<file path="config.mk">
export PLATFORM = sky130hd
export DESIGN_NAME = tcw_front
export DESIGN_NICKNAME = d
export VERILOG_FILES = /design/src/rtl/tcw_pkg.sv /design/src/rtl/tcw_front.sv
export SDC_FILE = /design/constraint.sdc
export NUM_CORES = 1
export LEC_CHECK = 0
export BUFFER_PORTS_ARGS = -buffer_cell sky130_fd_sc_hd__buf_2
export CORE_AREA = 4 4 41 43
export DETAILED_ROUTE_END_ITERATION = 7
export DIE_AREA = 0 0 45 47
export GPL_TIMING_DRIVEN = 1
export PLACE_DENSITY = 0.41
export SLEW_MARGIN = 20
export SYNTH_ARGS = -nofsm -noshare
export SYNTH_HDL_FRONTEND = slang
export SYNTH_SLANG_ARGS = --single-unit
export TNS_END_PERCENT = 50
</file>
<file path="constraint.sdc">
create_clock -name vclk -period 1.1
set_input_delay 0.22 -clock vclk [all_inputs]
set_output_delay 0.22 -clock vclk [all_outputs]
set_load 0.01 [all_outputs]
</file>
<file path="src/rtl/tcw_pkg.sv">
// ----------------------------------------------------------------------------
// tcw_pkg
// Shared types and codes for the text console writer.
// ----------------------------------------------------------------------------
package tcw_pkg;

   // byte classes found by the front end
   localparam logic [3:0] CLS_OTHER    = 4'd0;
   localparam logic [3:0] CLS_NL       = 4'd1;
   localparam logic [3:0] CLS_CR       = 4'd2;
   localparam logic [3:0] CLS_TAB      = 4'd3;
   localparam logic [3:0] CLS_ESC      = 4'd4;
   localparam logic [3:0] CLS_LBRACKET = 4'd5;
   localparam logic [3:0] CLS_DIGIT0   = 4'd6;
   localparam logic [3:0] CLS_DIGIT_NZ = 4'd7;
   localparam logic [3:0] CLS_M        = 4'd8;

   localparam logic [7:0] CH_TAB      = 8'h09;
   localparam logic [7:0] CH_NL       = 8'h0a;
   localparam logic [7:0] CH_CR       = 8'h0d;
   localparam logic [7:0] CH_ESC      = 8'h1b;
   localparam logic [7:0] CH_ZERO     = 8'h30;
   localparam logic [7:0] CH_NINE     = 8'h39;
   localparam logic [7:0] CH_LBRACKET = 8'h5b;
   localparam logic [7:0] CH_M        = 8'h6d;

   // escape phases
   localparam logic [1:0] ESC_NONE = 2'd0;
   localparam logic [1:0] ESC_SEEN = 2'd1;
   localparam logic [1:0] ESC_CSI  = 2'd2;

   // configuration register indexes and reset values
   localparam logic REG_NORMAL_ATTR = 1'b0;
   localparam logic REG_BRIGHT_ATTR = 1'b1;
   localparam logic [7:0] NORMAL_ATTR_RESET = 8'h07;
   localparam logic [7:0] BRIGHT_ATTR_RESET = 8'h0f;

   typedef struct packed {
      logic       is_read;
      logic       in_range;
      logic [3:0] cls;
   } tcw_class_type;

   typedef struct packed {
      logic full;
      logic empty;
   } tcw_queue_status_type;

   typedef struct packed {
      logic init_busy;
      logic pop;
   } tcw_back_status_type;

endpackage

</file>
<file path="src/rtl/tcw_front.sv">
// ----------------------------------------------------------------------------
// tcw_front
// Classifies an incoming item: read range check and written byte class.
// ----------------------------------------------------------------------------
module tcw_front
   import tcw_pkg::*;
#(
   parameter int COLUMNS = 80,
   parameter int ROWS    = 25
) (
   input  logic                       op,
   input  logic [7:0]                 char_byte,
   input  logic [$clog2(ROWS)-1:0]    read_row,
   input  logic [$clog2(COLUMNS)-1:0] read_column,
   output tcw_class_type              item_class
);

   localparam int RW = $clog2(ROWS);
   localparam int XW = $clog2(COLUMNS);

   logic [3:0] cls;

   always_comb begin
      priority if (char_byte == CH_NL) begin
         cls = CLS_NL;
      end else if (char_byte == CH_CR) begin
         cls = CLS_CR;
      end else if (char_byte == CH_TAB) begin
         cls = CLS_TAB;
      end else if (char_byte == CH_ESC) begin
         cls = CLS_ESC;
      end else if (char_byte == CH_LBRACKET) begin
         cls = CLS_LBRACKET;
      end else if (char_byte == CH_ZERO) begin
         cls = CLS_DIGIT0;
      end else if (char_byte > CH_ZERO && char_byte <= CH_NINE) begin
         cls = CLS_DIGIT_NZ;
      end else if (char_byte == CH_M) begin
         cls = CLS_M;
      end else begin
         cls = CLS_OTHER;
      end
   end

   assign item_class.is_read  = op;
   assign item_class.in_range = ({1'b0, read_row} < (RW+1)'(ROWS)) &&
                                ({1'b0, read_column} < (XW+1)'(COLUMNS));
   assign item_class.cls      = cls;

endmodule

</file>
==> run summary <==
Largest net degree at the start of global routing -> 8
DP HPWL -> 578.1 um
Worst slew pin tran -> 0.2617 ns
Hold path start -> op
Pwr/cell area -> 286.6 nW/um^2
VDD IR max -> 64.09 uV
Max-slew headroom at the worst pin -> 0.8241
Unrepaired setup endpoints after global routing -> yes
Seq/Total Area, Yosys -> 0
Tmin final -> 1.323 ns
Worst EP arrival -> 1.10 ns
Syn avg cell area -> 6.882 um^2
MaxCap Viol Count -> 0
Synthesis Warnings -> 0
Crit path launch type -> input port
Crit path kind -> in2out
Leading area contributor after synthesis -> o21a_1
DR DRC count -> 0
Slew Viols, Final -> 0
Via density -> 4.369
Critical path's largest stage delay -> 0.31 ns
Worst Hold Depth -> 0
Drt first pass iters -> 2
Layout area overhead -> 99.30%
CP max-delay cell -> a311o_1
Design area -> 356.6 um^2
Failing checks -> negative setup slack
Synthesized Nets -> 47
Ant diodes -> 0
Worst Hold End -> item_class[5]
Post-detailed-route count of antenna-violating nets -> 0
WL per Instance -> 10.14 um
GP Congestion -> 0.6980
Buf+Inv Stages, Crit Path -> 2
Most frequent cells in the layout -> 18 x buf_2, 5 x buf_4, 3 x nand2_1, 3 x nor4_2, 3 x o21a_1
Synth area leaders -> o21a_1 13%, nor4_1 10%, and4bb_2 7.0%
CP top delay family -> simple AND/OR/NAND/NOR gates
Total track usage -> 0.06373
Gate Count Post-Synth -> 26
Status -> complete, but fails checks
Number of global-route vias before repair -> 273
Total gr overflow -> 0
Final nets -> 73
Port Buffers -> 21
DRT iter0 DRCs -> 1
Most common cell after layout, fill and taps aside -> buf_2
Yosys top cell area share -> 0.1259
Io pins -> 27
Post-DP Area -> 325.3 um^2
Clock buffer cells -> 0
Hold Vio Cnt, Final -> 0
Initial antenna violation count -> 0
Worst hold path class -> in2out
Crit-path cells -> buf_4 > nor4b_1 > and3_1 > a311o_1 > buf_2
Setup TNS -> -0.5100 ns
Final core occ -> 0.2740
# rows -> 13
Detailed Route WL -> 659 um
Final Cycle Share -> 1.203
Crit end category -> primary output
Vias -> 284
Final Non-Filler Cells -> 65
Worst Path Required -> 0.88 ns
Chip width -> 45 um
CTS Hold Buffers Added -> 0
Final Hold Slack -> 0.4400 ns
Register area -> 0 um^2
Setup ws final -> -0.2235 ns
Initial Util -> 0.1375
Die Span Y -> 47 um
Core area -> 1301 um^2
P_leak -> 0.1745 nW
First-pass GRT wire length -> 1.083 mm
Placed cells -> 65
Share of layout cells above drive strength 1 -> 0.6000
Area of the mapped netlist -> 178.9 um^2
Synth cell types -> 19
Seq Cell Count -> 0
Max Fclk -> 755.6 MHz
DIE AREA -> 2115 um^2
Final setup fails -> 4
Crit path max fanout -> 5
==> area by class of cell <==
| type | count | area (um^2) |
|---|---|---|
| fill | 159 | 944.7 |
| inverter | 1 | 3.754 |
| multi-input combinational | 24 | 180.2 |
| tap | 15 | 18.77 |
| timing repair buffer | 25 | 153.9 |
==> where the power goes <==
group / internal [mW] / leakage (nW) / switching, mW / total (mW)
logic: 0.0574 / 0.174 / 0.0448 / 0.102
clock network: 0 / 0 / 0 / 0
registers: 0 / 0 / 0 / 0
total: 0.0574 / 0.174 / 0.0448 / 0.102
==> synth_stat cells, types with 2 or more instances <==
cell	number
nor4_1	3
nor2_1	2
nand2_1	3
o21a_1	3
==> stage by stage <==
stage | worst slack (ns) | power [mW]
after floorplan | 0.02927 | 0.03436
after global routing | -0.2735 | 0.1145
after detailed placement | -0.2415 | 0.09129
after CTS | -0.2282 | 0.09787
after global placement | -0.2460 | 0.09451
final | -0.2235 | 0.1022
==> repair_timing <==
item / 4_1_cts / 5_1_grt
gates resized for setup: 5 / 3
pin swaps: 2 / 0
hold endpoints to repair: 0 / 0
setup endpoints to repair: 4 / 5
setup buffers: 0 / 0
==> worst max-delay path by stage <==
stage / from / to / cells past startpoint
after CTS: char_byte[1] / item_class[0] / 5
after detailed placement: char_byte[1] / item_class[0] / 5
final: char_byte[3] / item_class[0] / 5
after global placement: char_byte[1] / item_class[0] / 5
after floorplan: char_byte[0] / item_class[0] / 3
after global routing: char_byte[3] / item_class[0] / 5
==> routing by layer <==
layer | share of wire | GRT usage | up-vias
li1 | - | - | 153
met1 | 0.41 | 0.07640 | 125
met2 | 0.50 | 0.1186 | 6
met3 | 0.090 | 0.01916 | 0
met4 | 0 | 0 | 0
met5 | 0 | 0 | -
==> kinds of logic after synthesis <==
kind of cell	Yosys count	share of synthesized area
xor gates and xnor gates	1	0.04896
AOI/OAI and AO/OA	7	0.2867
buffers and inverters	2	0.06293
and+or+nand+nor	16	0.6015
(Power assumes the default switching activity.)
