===== src/rtl/tcw_pkg.sv =====
// ----------------------------------------------------------------------------
// tcw_pkg
// Shared types and codes for the text console writer.
// ----------------------------------------------------------------------------
package tcw_pkg;

   // byte classes found by the front end
   localparam logic [3:0] CLS_OTHER    = 4'd0;
   localparam logic [3:0] CLS_NL       = 4'd1;
   localparam logic [3:0] CLS_CR       = 4'd2;
   localparam logic [3:0] CLS_TAB      = 4'd3;
   localparam logic [3:0] CLS_ESC      = 4'd4;
   localparam logic [3:0] CLS_LBRACKET = 4'd5;
   localparam logic [3:0] CLS_DIGIT0   = 4'd6;
   localparam logic [3:0] CLS_DIGIT_NZ = 4'd7;
   localparam logic [3:0] CLS_M        = 4'd8;

   localparam logic [7:0] CH_TAB      = 8'h09;
   localparam logic [7:0] CH_NL       = 8'h0a;
   localparam logic [7:0] CH_CR       = 8'h0d;
   localparam logic [7:0] CH_ESC      = 8'h1b;
   localparam logic [7:0] CH_ZERO     = 8'h30;
   localparam logic [7:0] CH_NINE     = 8'h39;
   localparam logic [7:0] CH_LBRACKET = 8'h5b;
   localparam logic [7:0] CH_M        = 8'h6d;

   // escape phases
   localparam logic [1:0] ESC_NONE = 2'd0;
   localparam logic [1:0] ESC_SEEN = 2'd1;
   localparam logic [1:0] ESC_CSI  = 2'd2;

   // configuration register indexes and reset values
   localparam logic REG_NORMAL_ATTR = 1'b0;
   localparam logic REG_BRIGHT_ATTR = 1'b1;
   localparam logic [7:0] NORMAL_ATTR_RESET = 8'h07;
   localparam logic [7:0] BRIGHT_ATTR_RESET = 8'h0f;

   typedef struct packed {
      logic       is_read;
      logic       in_range;
      logic [3:0] cls;
   } tcw_class_type;

   typedef struct packed {
      logic full;
      logic empty;
   } tcw_queue_status_type;

   typedef struct packed {
      logic init_busy;
      logic pop;
   } tcw_back_status_type;

endpackage


===== src/rtl/tcw_queue.sv =====
// ----------------------------------------------------------------------------
// tcw_queue
// Two-entry item queue between front end and back end.
// ----------------------------------------------------------------------------
module tcw_queue
   import tcw_pkg::*;
#(
   parameter int WIDTH = 24
) (
   input  logic                 clock,
   input  logic                 reset,
   input  logic                 push,
   input  logic [WIDTH-1:0]     push_data,
   input  logic                 pop,
   output logic [WIDTH-1:0]     pop_data,
   output tcw_queue_status_type status
);

   logic [WIDTH-1:0] entry_ff [2];
   logic             wr_ptr_ff;
   logic             wr_ptr_in;
   logic             rd_ptr_ff;
   logic             rd_ptr_in;
   logic [1:0]       count_ff;
   logic [1:0]       count_in;

   always_comb begin
      wr_ptr_in = push ? ~wr_ptr_ff : wr_ptr_ff;
      rd_ptr_in = pop ? ~rd_ptr_ff : rd_ptr_ff;
      count_in  = count_ff + 2'(push) - 2'(pop);
   end

   always_ff @(posedge clock) begin
      if (reset) begin
         wr_ptr_ff <= 1'b0;
         rd_ptr_ff <= 1'b0;
         count_ff  <= 2'd0;
      end else begin
         wr_ptr_ff <= wr_ptr_in;
         rd_ptr_ff <= rd_ptr_in;
         count_ff  <= count_in;
      end
   end

   always_ff @(posedge clock) begin
      if (push) begin
         entry_ff[wr_ptr_ff] <= push_data;
      end
   end

   assign pop_data     = entry_ff[rd_ptr_ff];
   assign status.full  = (count_ff == 2'd2);
   assign status.empty = (count_ff == 2'd0);

endmodule


===== config.mk =====
export PLATFORM = sky130hd
export DESIGN_NAME = tcw_queue
export DESIGN_NICKNAME = d
export VERILOG_FILES = /design/src/rtl/tcw_pkg.sv /design/src/rtl/tcw_queue.sv
export SDC_FILE = /design/constraint.sdc
export NUM_CORES = 1
export LEC_CHECK = 0
export BUFFER_PORTS_ARGS = -buffer_cell sky130_fd_sc_hd__buf_4
export CAP_MARGIN = 20
export CORE_UTILIZATION = 55
export CTS_BUF_LIST = sky130_fd_sc_hd__clkbuf_16
export DETAILED_ROUTE_END_ITERATION = 10
export PLACE_DENSITY = 0.9
export SLEW_MARGIN = 40
export SYNTH_ARGS = -nofsm -noshare
export SYNTH_HDL_FRONTEND = slang
export SYNTH_SLANG_ARGS = --single-unit

===== constraint.sdc =====
create_clock -name clock -period 3.15 [get_ports clock]
set_input_delay 0.315 -clock clock [delete_from_list [all_inputs] [get_ports clock]]
set_output_delay 0.315 -clock clock [all_outputs]
set_load 0.02 [all_outputs]

==> out/results.ini <==
[critical_path]
crit_fanout = 16
ff2ff_setup_slack_ps = 1850
cp_data_arrival_time_ps = 1870
timing.rr.end = entry_ff[1][11]
worstPathRequired_ps = 2830
r2r_start = wr_ptr_ff
critical_path.endpoint_type = output port
start_kind = register
worstRegToRegCells = 1
crit_type = register to output port

[sta]
rsz0062_at_grt = false
tightest_slew_ps = 568
fin_tns_setup_ps = 0
slew_headroom_pct = 62.1
timing.final.crit_share_pct = 69.4
setup_ws_ps = 964
slew_violations = 0
setup_viol = 0
max_freq_mhz = 457
fin_skew_ps = 3.86
finalHoldViolCount = 0
layout_min_cycle_time_ps = 2190

[grt]
overflow = 0
grt_max_degree = 25
grt_antenna_before_repair = 0
grt_first_pass_wirelength_um = 5510
grt_use_total_pct = 19.4
grt_pass1_vias = 1102

[cts]
clkTransAtPathRegs_ps = 60
ctsResizeCount = 0
cts.root.buffer_cell = clkbuf_16
clock_latency_ps = 280
clock_path_buffers = 2
cts_tree = yes
htreeDepth = 2
post_cts_buffers = 0
clock_sink_count = 53
ctsHoldBuffers = 0
cts_buffers = 5

[floorplan]
core_um2 = 3470
initial_utilization_pct = 59.2
dieArea_um2 = 3980
ios = 54
rows = 21
die_h_um = 63.1
die_w_um = 63.1

[drt]
final_antenna_net_count = 0
route.detailed.drc = 0
drt_wl_total_um = 3420
vias = 1034
wire_per_inst_um = 17.0
drt_iter0_drc = 79
via_per_inst = 5.14
first_pass_iters = 4

[logic_synthesis]
syn_inst = 96
ys_ff_latch = 53
synth_area_um2 = 2050
syn-mean-instance-area_um2 = 21.4
yosysUniqueCellTypes = 13
yosysSeqAreaShare_pct = 75.0
synth_nets = 126
yosysWarningCount = 0

[layout]
multi_input_area_um2 = 458
syn2layout_area_growth_pct = 27.0
layout-drive-gt1-share_pct = 55.5
nets = 185
final_cell_mix = buf_4 (55), edfxtp_1 (48), mux2_4 (20)
ff_latch_area_um2 = 1540
num_antenna_cells = 0
layout_commonest_cell = buf_4
n_fill_cell = 219

[placement]
place_congestion = 0.714
dp_slack_ps = 1260
dp_hpwl_um = 2400
port_buffers = 53

[hold_path]
holdPathEnd = entry_ff[0][21]
hold_path_class = input pin to register
hold_path_depth = 1
min_from = push_data[21]

[run]
cap_viol_max_count = 0

[power_and_ir_drop]
p_switching_w = 0.000355
intPower_w = 0.00125
peakVddDrop_v = 0.000479
switching_share_pct = 22.1
clkPwrFrac_pct = 30.3
p_leak_nw = 1.05
pwr-share-seq_pct = 52.5
p_comb_share_pct = 17.2
power_density_nw_per_um2 = 615

[outcome]
outcome = completed

[synth_stat cells]
master,instances,area [um2]
and2_1,1,6.26
buf_12,2,40.0
buf_6,1,11.3
dfxtp_1,5,100
edfxtp_1,48,1440
ha_1,2,25.0
inv_1,2,7.51
mux2_2,4,45.0
mux2_4,20,300
nor2_1,5,18.8
nor2b_1,3,18.8
xnor2_1,2,17.5
xnor3_1,1,22.5
[metrics by stage]
| step | instance area, um2 | hold WS, ps | cells | power (W) | util (%) |
|---|---|---|---|---|---|
| 2_1_floorplan | 2050 | 387 | 96 | 0.00103 | - |
| 3_3_place_gp | 2480 | 501 | 194 | 0.00112 | 71.4 |
| 3_5_place_dp | 2480 | 504 | 194 | 0.00114 | 71.4 |
| 4_1_cts | 2610 | 211 | 201 | 0.00162 | 75.3 |
| 5_1_grt | 2610 | 207 | 201 | 0.00167 | 75.3 |
| 6_report | 2610 | 214 | 201 | 0.00160 | 75.3 |
[critical path, stage by stage, from the launching register on]
cell and delay (ps):
dfxtp_1 660, buf_4 390, mux2_2 380, buf_4 160
[flip-flops by register name (all words and copies together) (netlist names), named ones only]
signal	cells
wr_ptr_ff	1
count_ff	2
entry_ff	48
rd_ptr_ff	1
[cell families (layout without fill, tap and decap cells)]
group	Yosys count	in the layout	synth area share (%)
flip-flops	53	53	75.0
multiplexers	24	24	16.8
adder cells (fa/ha/maj)	2	2	1.22
AND/OR/NAND/NOR	9	9	2.13
buffers and inverters	5	64	2.86
XOR/XNOR	3	3	1.95
[worst max-delay path by stage]
stage / startpoint / endpoint / slack [ps] / depth (start not counted)
final: register / pop_data[0] / 960 / 3
after CTS: register / pop_data[0] / 940 / 3
after global routing: register / pop_data[0] / 870 / 3
after detailed placement: register / pop_data[0] / 1260 / 3
after floorplan: push / entry_ff[0][0] / 1320 / 1
after global placement: register / pop_data[2] / 1310 / 3
[final cells by class]
cell class | instances | share of cell area [%]
Tap cell | 46 | 2.21
Multi-Input combinational cell | 38 | 17.5
Inverter | 2 | 0.288
Timing Repair Buffer | 55 | 15.8
Clock inverter | 2 | 0.288
Sequential cell | 53 | 59.1
Clock buffer | 5 | 4.79
[metal layers]
layer	GRT usage, %	up-vias	routed length (um)
met5	0	-	0
met4	8.14	0	89
li1	-	476	-
met3	6.34	10	221
met2	31.7	45	1750
met1	23.6	503	1360
[power groups by stage]
stage,clock [W],sequential [W],combinational [W]
floorplan,0,0.000847,0.000182
global placement,0,0.000853,0.000268
detailed placement,0,0.000858,0.000278
CTS,0.000496,0.000844,0.000280
global route,0.000524,0.000849,0.000295
finish,0.000486,0.000843,0.000276
No activity file was read; power rests on OpenSTA's default activity.
