--- src/rtl/tcw_pkg.sv ---
// ----------------------------------------------------------------------------
// tcw_pkg
// Shared types and codes for the text console writer.
// ----------------------------------------------------------------------------
package tcw_pkg;

   // byte classes found by the front end
   localparam logic [3:0] CLS_OTHER    = 4'd0;
   localparam logic [3:0] CLS_NL       = 4'd1;
   localparam logic [3:0] CLS_CR       = 4'd2;
   localparam logic [3:0] CLS_TAB      = 4'd3;
   localparam logic [3:0] CLS_ESC      = 4'd4;
   localparam logic [3:0] CLS_LBRACKET = 4'd5;
   localparam logic [3:0] CLS_DIGIT0   = 4'd6;
   localparam logic [3:0] CLS_DIGIT_NZ = 4'd7;
   localparam logic [3:0] CLS_M        = 4'd8;

   localparam logic [7:0] CH_TAB      = 8'h09;
   localparam logic [7:0] CH_NL       = 8'h0a;
   localparam logic [7:0] CH_CR       = 8'h0d;
   localparam logic [7:0] CH_ESC      = 8'h1b;
   localparam logic [7:0] CH_ZERO     = 8'h30;
   localparam logic [7:0] CH_NINE     = 8'h39;
   localparam logic [7:0] CH_LBRACKET = 8'h5b;
   localparam logic [7:0] CH_M        = 8'h6d;

   // escape phases
   localparam logic [1:0] ESC_NONE = 2'd0;
   localparam logic [1:0] ESC_SEEN = 2'd1;
   localparam logic [1:0] ESC_CSI  = 2'd2;

   // configuration register indexes and reset values
   localparam logic REG_NORMAL_ATTR = 1'b0;
   localparam logic REG_BRIGHT_ATTR = 1'b1;
   localparam logic [7:0] NORMAL_ATTR_RESET = 8'h07;
   localparam logic [7:0] BRIGHT_ATTR_RESET = 8'h0f;

   typedef struct packed {
      logic       is_read;
      logic       in_range;
      logic [3:0] cls;
   } tcw_class_type;

   typedef struct packed {
      logic full;
      logic empty;
   } tcw_queue_status_type;

   typedef struct packed {
      logic init_busy;
      logic pop;
   } tcw_back_status_type;

endpackage

--- src/rtl/tcw_back.sv ---
// ----------------------------------------------------------------------------
// tcw_back
// Executes items: screen store in a row ring, escape decoding, cursor,
// row clearing on newline and wrap, reset screen clear, and result register.
// ----------------------------------------------------------------------------
module tcw_back
   import tcw_pkg::*;
#(
   parameter int COLUMNS  = 80,
   parameter int ROWS     = 25,
   parameter int TAB_STOP = 8
) (
   input  logic                              clock,
   input  logic                              reset,
   input  logic [7:0]                        normal_attr,
   input  logic [7:0]                        bright_attr,
   input  tcw_queue_status_type              q_status,
   input  tcw_class_type                     item_class,
   input  logic [7:0]                        item_char,
   input  logic [$clog2(ROWS)-1:0]           item_row,
   input  logic [$clog2(COLUMNS)-1:0]        item_col,
   output tcw_back_status_type               status,
   output logic                              ram_wr_en,
   output logic [$clog2(ROWS*COLUMNS)-1:0]   ram_wr_addr,
   output logic [15:0]                       ram_wr_data,
   output logic                              ram_rd_en,
   output logic [$clog2(ROWS*COLUMNS)-1:0]   ram_rd_addr,
   input  logic [15:0]                       ram_rd_data,
   output logic                              rsp_valid,
   input  logic                              rsp_stall,
   output logic [7:0]                        rsp_cell_char,
   output logic [7:0]                        rsp_cell_attr,
   output logic [$clog2(COLUMNS+1)-1:0]      rsp_cursor_column,
   output logic                              rsp_bright_active
);

   localparam int RW    = $clog2(ROWS);
   localparam int CW    = $clog2(COLUMNS+1);
   localparam int AW    = $clog2(ROWS*COLUMNS);
   localparam int TW    = $clog2(TAB_STOP);
   localparam int CELLS = ROWS * COLUMNS;
   localparam logic [TW-1:0] TAB_SAT = TW'(COLUMNS % TAB_STOP);

   localparam logic [2:0] ST_INIT  = 3'd0;
   localparam logic [2:0] ST_IDLE  = 3'd1;
   localparam logic [2:0] ST_EXEC  = 3'd2;
   localparam logic [2:0] ST_CLEAR = 3'd3;
   localparam logic [2:0] ST_READ  = 3'd4;

   logic [2:0]    state_ff,    state_in;
   logic [RW-1:0] base_ff,     base_in;
   logic [RW-1:0] bottom_ff,   bottom_in;
   logic [CW-1:0] col_ff,      col_in;
   logic [TW-1:0] tabph_ff,    tabph_in;
   logic [1:0]    esc_ff,      esc_in;
   logic          nz_ff,       nz_in;
   logic          bright_ff,   bright_in;
   logic          started_ff,  started_in;
   logic [3:0]    cls_ff,      cls_in;
   logic [7:0]    char_ff,     char_in;
   logic [AW-1:0] addr_ff,     addr_in;
   logic [AW-1:0] end_ff,      end_in;
   logic          finish_ff,   finish_in;
   logic          rsp_valid_ff, rsp_valid_in;
   logic [7:0]    rsp_char_ff, rsp_char_in;
   logic [7:0]    rsp_attr_ff, rsp_attr_in;
   logic [CW-1:0] rsp_col_ff,  rsp_col_in;
   logic          rsp_bright_ff, rsp_bright_in;

   logic          pop;
   logic          fall;
   logic          done;
   logic          do_nl;
   logic          nl_finish;
   logic [RW:0]   phys_sum;
   logic [RW-1:0] read_phys;
   logic [AW-1:0] base_addr;
   logic [AW-1:0] bottom_addr;
   logic [CW:0]   tab_next;
   logic [7:0]    cur_attr;

   always_comb begin
      phys_sum    = {1'b0, base_ff} + {1'b0, item_row};
      read_phys   = (phys_sum >= (RW+1)'(ROWS)) ? RW'(phys_sum - (RW+1)'(ROWS))
                                                : RW'(phys_sum);
      base_addr   = AW'(base_ff) * AW'(COLUMNS);
      bottom_addr = AW'(bottom_ff) * AW'(COLUMNS) + AW'(col_ff);
      tab_next    = {1'b0, col_ff} + (CW+1)'(TAB_STOP) - (CW+1)'(tabph_ff);
      cur_attr    = bright_ff ? bright_attr : normal_attr;
   end

   always_comb begin
      state_in      = state_ff;
      base_in       = base_ff;
      bottom_in     = bottom_ff;
      col_in        = col_ff;
      tabph_in      = tabph_ff;
      esc_in        = esc_ff;
      nz_in         = nz_ff;
      bright_in     = bright_ff;
      started_in    = started_ff;
      cls_in        = cls_ff;
      char_in       = char_ff;
      addr_in       = addr_ff;
      end_in        = end_ff;
      finish_in     = finish_ff;
      rsp_valid_in  = rsp_valid_ff & rsp_stall;
      rsp_char_in   = rsp_char_ff;
      rsp_attr_in   = rsp_attr_ff;
      rsp_col_in    = rsp_col_ff;
      rsp_bright_in = rsp_bright_ff;
      pop           = 1'b0;
      fall          = 1'b0;
      done          = 1'b0;
      do_nl         = 1'b0;
      nl_finish     = 1'b0;
      ram_wr_en     = 1'b0;
      ram_wr_addr   = addr_ff;
      ram_wr_data   = 16'h0000;
      ram_rd_en     = 1'b0;
      ram_rd_addr   = AW'(read_phys) * AW'(COLUMNS) + AW'(item_col);

      unique case (state_ff)
         ST_INIT: begin
            ram_wr_en = 1'b1;
            addr_in   = addr_ff + AW'(1);
            if (addr_ff == AW'(CELLS-1)) begin
               state_in = ST_IDLE;
            end
         end
         ST_IDLE: begin
            if (!q_status.empty && (!rsp_valid_ff || !rsp_stall)) begin
               pop     = 1'b1;
               cls_in  = item_class.cls;
               char_in = item_char;
               if (item_class.is_read) begin
                  if (item_class.in_range) begin
                     ram_rd_en = 1'b1;
                     state_in  = ST_READ;
                  end else begin
                     rsp_valid_in  = 1'b1;
                     rsp_char_in   = 8'h00;
                     rsp_attr_in   = 8'h00;
                     rsp_col_in    = col_ff;
                     rsp_bright_in = bright_ff;
                  end
               end else begin
                  state_in = ST_EXEC;
               end
            end
         end
         ST_READ: begin
            rsp_valid_in  = 1'b1;
            rsp_char_in   = ram_rd_data[7:0];
            rsp_attr_in   = ram_rd_data[15:8];
            rsp_col_in    = col_ff;
            rsp_bright_in = bright_ff;
            state_in      = ST_IDLE;
         end
         ST_CLEAR: begin
            ram_wr_en = 1'b1;
            if (addr_ff == end_ff) begin
               if (finish_ff) begin
                  done = 1'b1;
               end else begin
                  state_in = ST_EXEC;
               end
            end else begin
               addr_in = addr_ff + AW'(1);
            end
         end
         ST_EXEC: begin
            if (!started_ff) begin
               started_in = 1'b1;
               esc_in     = ESC_NONE;
               do_nl      = 1'b1;
            end else begin
               unique case (esc_ff)
                  ESC_SEEN: begin
                     esc_in = ESC_NONE;
                     if (cls_ff == CLS_LBRACKET) begin
                        esc_in = ESC_CSI;
                        done   = 1'b1;
                     end else begin
                        fall = 1'b1;
                     end
                  end
                  ESC_CSI: begin
                     esc_in = ESC_NONE;
                     if (cls_ff == CLS_DIGIT0) begin
                        esc_in = ESC_CSI;
                        done   = 1'b1;
                     end else if (cls_ff == CLS_DIGIT_NZ) begin
                        esc_in = ESC_CSI;
                        nz_in  = 1'b1;
                        done   = 1'b1;
                     end else if (cls_ff == CLS_M) begin
                        bright_in = nz_ff;
                        done      = 1'b1;
                     end else begin
                        fall = 1'b1;
                     end
                  end
                  default: begin
                     esc_in = ESC_NONE;
                     fall   = 1'b1;
                  end
               endcase

               if (fall) begin
                  unique case (cls_ff)
                     CLS_NL: begin
                        do_nl     = 1'b1;
                        nl_finish = 1'b1;
                     end
                     CLS_CR: begin
                        col_in   = '0;
                        tabph_in = '0;
                        done     = 1'b1;
                     end
                     CLS_TAB: begin
                        if (tab_next > (CW+1)'(COLUMNS)) begin
                           col_in   = CW'(COLUMNS);
                           tabph_in = TAB_SAT;
                        end else begin
                           col_in   = CW'(tab_next);
                           tabph_in = '0;
                        end
                        done = 1'b1;
                     end
                     CLS_ESC: begin
                        esc_in = ESC_SEEN;
                        nz_in  = 1'b0;
                        done   = 1'b1;
                     end
                     default: begin
                        if (col_ff >= CW'(COLUMNS)) begin
                           do_nl = 1'b1;
                        end else begin
                           ram_wr_en   = 1'b1;
                           ram_wr_addr = bottom_addr;
                           ram_wr_data = {cur_attr, char_ff};
                           col_in      = col_ff + CW'(1);
                           tabph_in    = (tabph_ff == TW'(TAB_STOP-1)) ? '0
                                                                      : tabph_ff + TW'(1);
                           done        = 1'b1;
                        end
                     end
                  endcase
               end
            end
         end
         default: begin
            state_in = ST_IDLE;
         end
      endcase

      if (do_nl) begin
         base_in   = (base_ff == RW'(ROWS-1)) ? '0 : base_ff + RW'(1);
         bottom_in = base_ff;
         col_in    = '0;
         tabph_in  = '0;
         addr_in   = base_addr;
         end_in    = base_addr + AW'(COLUMNS-1);
         finish_in = nl_finish;
         state_in  = ST_CLEAR;
      end

      if (done) begin
         rsp_valid_in  = 1'b1;
         rsp_char_in   = 8'h00;
         rsp_attr_in   = 8'h00;
         rsp_col_in    = col_in;
         rsp_bright_in = bright_in;
         state_in      = ST_IDLE;
      end
   end

   always_ff @(posedge clock) begin
      if (reset) begin
         state_ff     <= ST_INIT;
         base_ff      <= '0;
         bottom_ff    <= RW'(ROWS-1);
         col_ff       <= '0;
         tabph_ff     <= '0;
         esc_ff       <= ESC_NONE;
         nz_ff        <= 1'b0;
         bright_ff    <= 1'b0;
         started_ff   <= 1'b0;
         addr_ff      <= '0;
         finish_ff    <= 1'b0;
         rsp_valid_ff <= 1'b0;
      end else begin
         state_ff     <= state_in;
         base_ff      <= base_in;
         bottom_ff    <= bottom_in;
         col_ff       <= col_in;
         tabph_ff     <= tabph_in;
         esc_ff       <= esc_in;
         nz_ff        <= nz_in;
         bright_ff    <= bright_in;
         started_ff   <= started_in;
         addr_ff      <= addr_in;
         finish_ff    <= finish_in;
         rsp_valid_ff <= rsp_valid_in;
      end
   end

   always_ff @(posedge clock) begin
      cls_ff        <= cls_in;
      char_ff       <= char_in;
      end_ff        <= end_in;
      rsp_char_ff   <= rsp_char_in;
      rsp_attr_ff   <= rsp_attr_in;
      rsp_col_ff    <= rsp_col_in;
      rsp_bright_ff <= rsp_bright_in;
   end

   assign status.init_busy  = (state_ff == ST_INIT);
   assign status.pop        = pop;
   assign rsp_valid         = rsp_valid_ff;
   assign rsp_cell_char     = rsp_char_ff;
   assign rsp_cell_attr     = rsp_attr_ff;
   assign rsp_cursor_column = rsp_col_ff;
   assign rsp_bright_active = rsp_bright_ff;

endmodule

--- config.mk ---
export PLATFORM = sky130hd
export DESIGN_NAME = tcw_back
export DESIGN_NICKNAME = d
export VERILOG_FILES = /design/src/rtl/tcw_pkg.sv /design/src/rtl/tcw_back.sv
export SDC_FILE = /design/constraint.sdc
export NUM_CORES = 1
export LEC_CHECK = 0
export BUFFER_PORTS_ARGS = -buffer_cell sky130_fd_sc_hd__buf_2
export CAP_MARGIN = 30
export CORE_UTILIZATION = 40
export DETAILED_ROUTE_END_ITERATION = 8
export PLACE_DENSITY = 0.65
export REMOVE_ABC_BUFFERS = 1
export SLEW_MARGIN = 20
export SYNTH_ARGS = -nofsm -noshare
export SYNTH_HDL_FRONTEND = slang
export SYNTH_SLANG_ARGS = --single-unit
--- constraint.sdc ---
create_clock -name clock -period 5.5 [get_ports clock]
set_clock_uncertainty 0.05 [all_clocks]
set_input_delay 0.55 -clock clock [delete_from_list [all_inputs] [get_ports clock]]
set_output_delay 0.55 -clock clock [all_outputs]
set_load 0.01 [all_outputs]
==> run summary <==
worst slack at placement = 232 ps
Final GP Congestion = 0.904
commonest cells after routing, fill and taps aside = buf_2, nand2_1, nor2_1, dfxtp_1, ha_1
max-slew violation count = 0
adder-cell share of the synthesized area = 13.2%
measured slew at the worst slew-check pin = 970 ps
Hold WC Path Type = input port to register
crit path launch type = register
outcome = complete, no violations
Antenna Nets Post-Route = 0
Yosys top cell area share = 18.4%
Final Core Density = 47.8%
Worst EP arrival = 4640 ps
NetSw = 0.890 mW
Int Pwr = 1.46 mW
Hold Worst Slack = 315 ps
DR top layer = met4
relative slew slack = 35.3%
syn avg cell area = 8.72 µm²
WL met1 = 6980 µm
# nets final = 937
gr ovfl total = 0
worst path required time = 4900 ps
Fin. Hold Viols = 0
CTS max path bufs = 2
initial antenna violation count = 0
DRT Pass-1 Iters = 5
Sw Ratio = 37.8%
number of global-route vias before repair = 5056
TritonCTS clock tree = done
register bit total from synthesis = 84
design area = 7240 µm²
Port Buffers = 120
GRT Util Overall = 19.5%
CTS clock-pin slew for the worst setup and hold paths = 70 ps
Tcrit/Tclk final = 95.2%
Post-Syn Instances = 710
WL/cell = 15.4 µm
Post-Place Cells = 989
Initial Util = 40.9%
placed instance area = 6900 µm²
initial DRC count = 292
Clock Sink Count = 84
Synth Area in Compound Gates = 21.2%
Antenna diodes = 0
final WL = 15500 µm
setup slack, reg-to-reg = 1940 ps
crit path kind = register to output port
Vias = 5542
clock power share = 26.0%
P per Cell Area = 325 nW/µm²
dpl hpwl = 11500 µm
Gate power share = 37.5%
worst hold stages = 1
Worst setup EP type = output port
Detail Route met3 WL = 932 µm
row count = 45
PnR Total Power = 2.35 mW
R2R depth = 7
synthesis-to-finish area growth = 16.8%
WL met2 = 7250 µm
overall die width = 126 µm
capturing point of the worst reg2reg path = rsp_cursor_column[0]
drc violations = 0
Num CTS Buffers = 9
# setup viols final = 0
CTS H-Tree Depth = 3
share of cells above drive strength 1 = 23.0%
max cap viols = 0
Layout Cells excl Fill = 1006
first-pass GRT wire length = 25000 µm
# hold bufs at CTS = 0
ys async rst share = 0%
Hold EP = cls_ff[2]
Syn. warnings = 0
largest net degree at the start of global routing = 30
fmax = 0.191 GHz
Crit Path Max Fanout = 4
top cell type by total area after synthesis = dfxtp_1
Final min period = 5240 ps
cell leakage power = 3.06 nW
die area = 16000 µm²
XOR/XNOR share of the synthesized area = 5.80%
later-pin clock latency in the skew report = 360 ps
die height = 126 µm
root buffer cell = clkbuf_16
Netlist Area Pre-Place = 6190 µm²
Synth Area in Simple Gates = 19.9%
Flop pwr share = 36.5%
top post-synthesis cells by area = dfxtp_1, edfxtp_1, ha_1
proportion of synthesized area in mux cells = 2.30%
sequential area share after synthesis = 31.5%
setup_tns = 0 ps
most common cell after layout, fill and taps aside = buf_2
top_reg_cell synth = dfxtp_1
FILL cells = 1511
Hold Path Origin = item_class[2]
I/O pin count = 130
Post-synth EDFFs = 27
Core Box Area = 15100 µm²
Via density = 5.51
fin worst setup slack = 264 ps
worst r2r src = col_ff[5]
Cell variety after synth = 82
peak supply drop = 0.000360 V
combinational family with the most area after synthesis = compound AO/OA/AOI/OAI gates
-- worst max path at each step --
stage | startpoint | to | depth (start not counted)
floorplan | item_row[0] | ram_rd_addr[10] | 16
global placement | item_row[0] | ram_rd_addr[10] | 20
detailed placement | item_row[0] | ram_rd_addr[10] | 20
CTS | base_ff[1] | ram_rd_addr[10] | 18
global route | base_ff[1] | ram_rd_addr[10] | 18
finish | base_ff[0] | ram_rd_addr[10] | 19
-- metal layers --
layer / up-vias / GRT usage, %
met5: - / 0
met4: 0 / 7.37
met3: 26 / 3.75
met2: 174 / 32.1
met1: 2550 / 25.3
li1: 2792 / -
-- power by group through the flow --
stage | Sequential, mW | Clock (mW) | Combinational [mW]
floorplan | 0.887 | 0 | 0.546
global placement | 0.870 | 0 | 0.869
detailed placement | 0.872 | 0 | 0.878
CTS | 0.859 | 0.627 | 0.885
global route | 0.875 | 0.657 | 0.983
finish | 0.859 | 0.612 | 0.882
-- layout make-up --
class                      instances  area, µm²  share of cell area, %
multi-input combinational        548       3900                   54.0
sequential                        84       1950                   27.0
timing repair buffer             135        711                   9.82
tap                              188        235                   3.25
clock buffer                       9        225                   3.11
inverter                          35        131                   1.82
clock inverter                     7       76.3                   1.05
-- cells in the mapped netlist (10+ instances only) --
cell       n
xor2_1    14
ha_1      54
a31oi_1   13
nor2_2    10
inv_1     34
nand2_1   59
xnor2_1   27
nand3_1   19
dfxtp_1   57
buf_2     15
a21o_1    11
nor2_1    57
clkbuf_1  13
nand4_1   12
edfxtp_1  27
and3_1    18
a22oi_1   19
o21ai_0   42
mux2i_1   12
a21oi_1   44
-- what timing repair did --
item / in CTS / in global routing
buffers inserted: 0 / 0
gates resized for setup: 0 / 6
setup endpoints to repair: 0 / 1
-- flip-flops by register name, indices dropped and copies added (netlist names) --
signal             flops
cls_ff                 4
rsp_bright_active      1
base_ff                5
esc_ff                 2
state_ff               3
nz_ff                  1
bottom_ff              5
end_ff                 7
col_ff                 7
finish_ff              1
addr_ff               11
bright_ff              1
rsp_valid              1
rsp_cursor_column      7
started_ff             1
char_ff                8
rsp_cell_char          8
rsp_cell_attr          8
tabph_ff               3
-- critical path, stage by stage, from the launching register on --
cell and delay (ps):
dfxtp_1 340, ha_1 170, inv_1 50, fa_1 420, nor2b_1 120, o21ai_0 90
a21boi_1 420, a2111oi_4 120, o21ai_0 180, o31ai_1 90, buf_4 160, ha_1 290
ha_1 230, fa_1 540, nand2_1 80, nor2b_1 170, o21ai_0 110, a222oi_1 400
xnor2_1 160, buf_2 150
-- logic make-up after synthesis --
group	Yosys count
simple gates	236
compound gates	196
flops	84
buf+inv	78
fa+ha+maj	61
xor+xnor	41
mux	14
No activity file was read; power rests on OpenSTA's default activity.
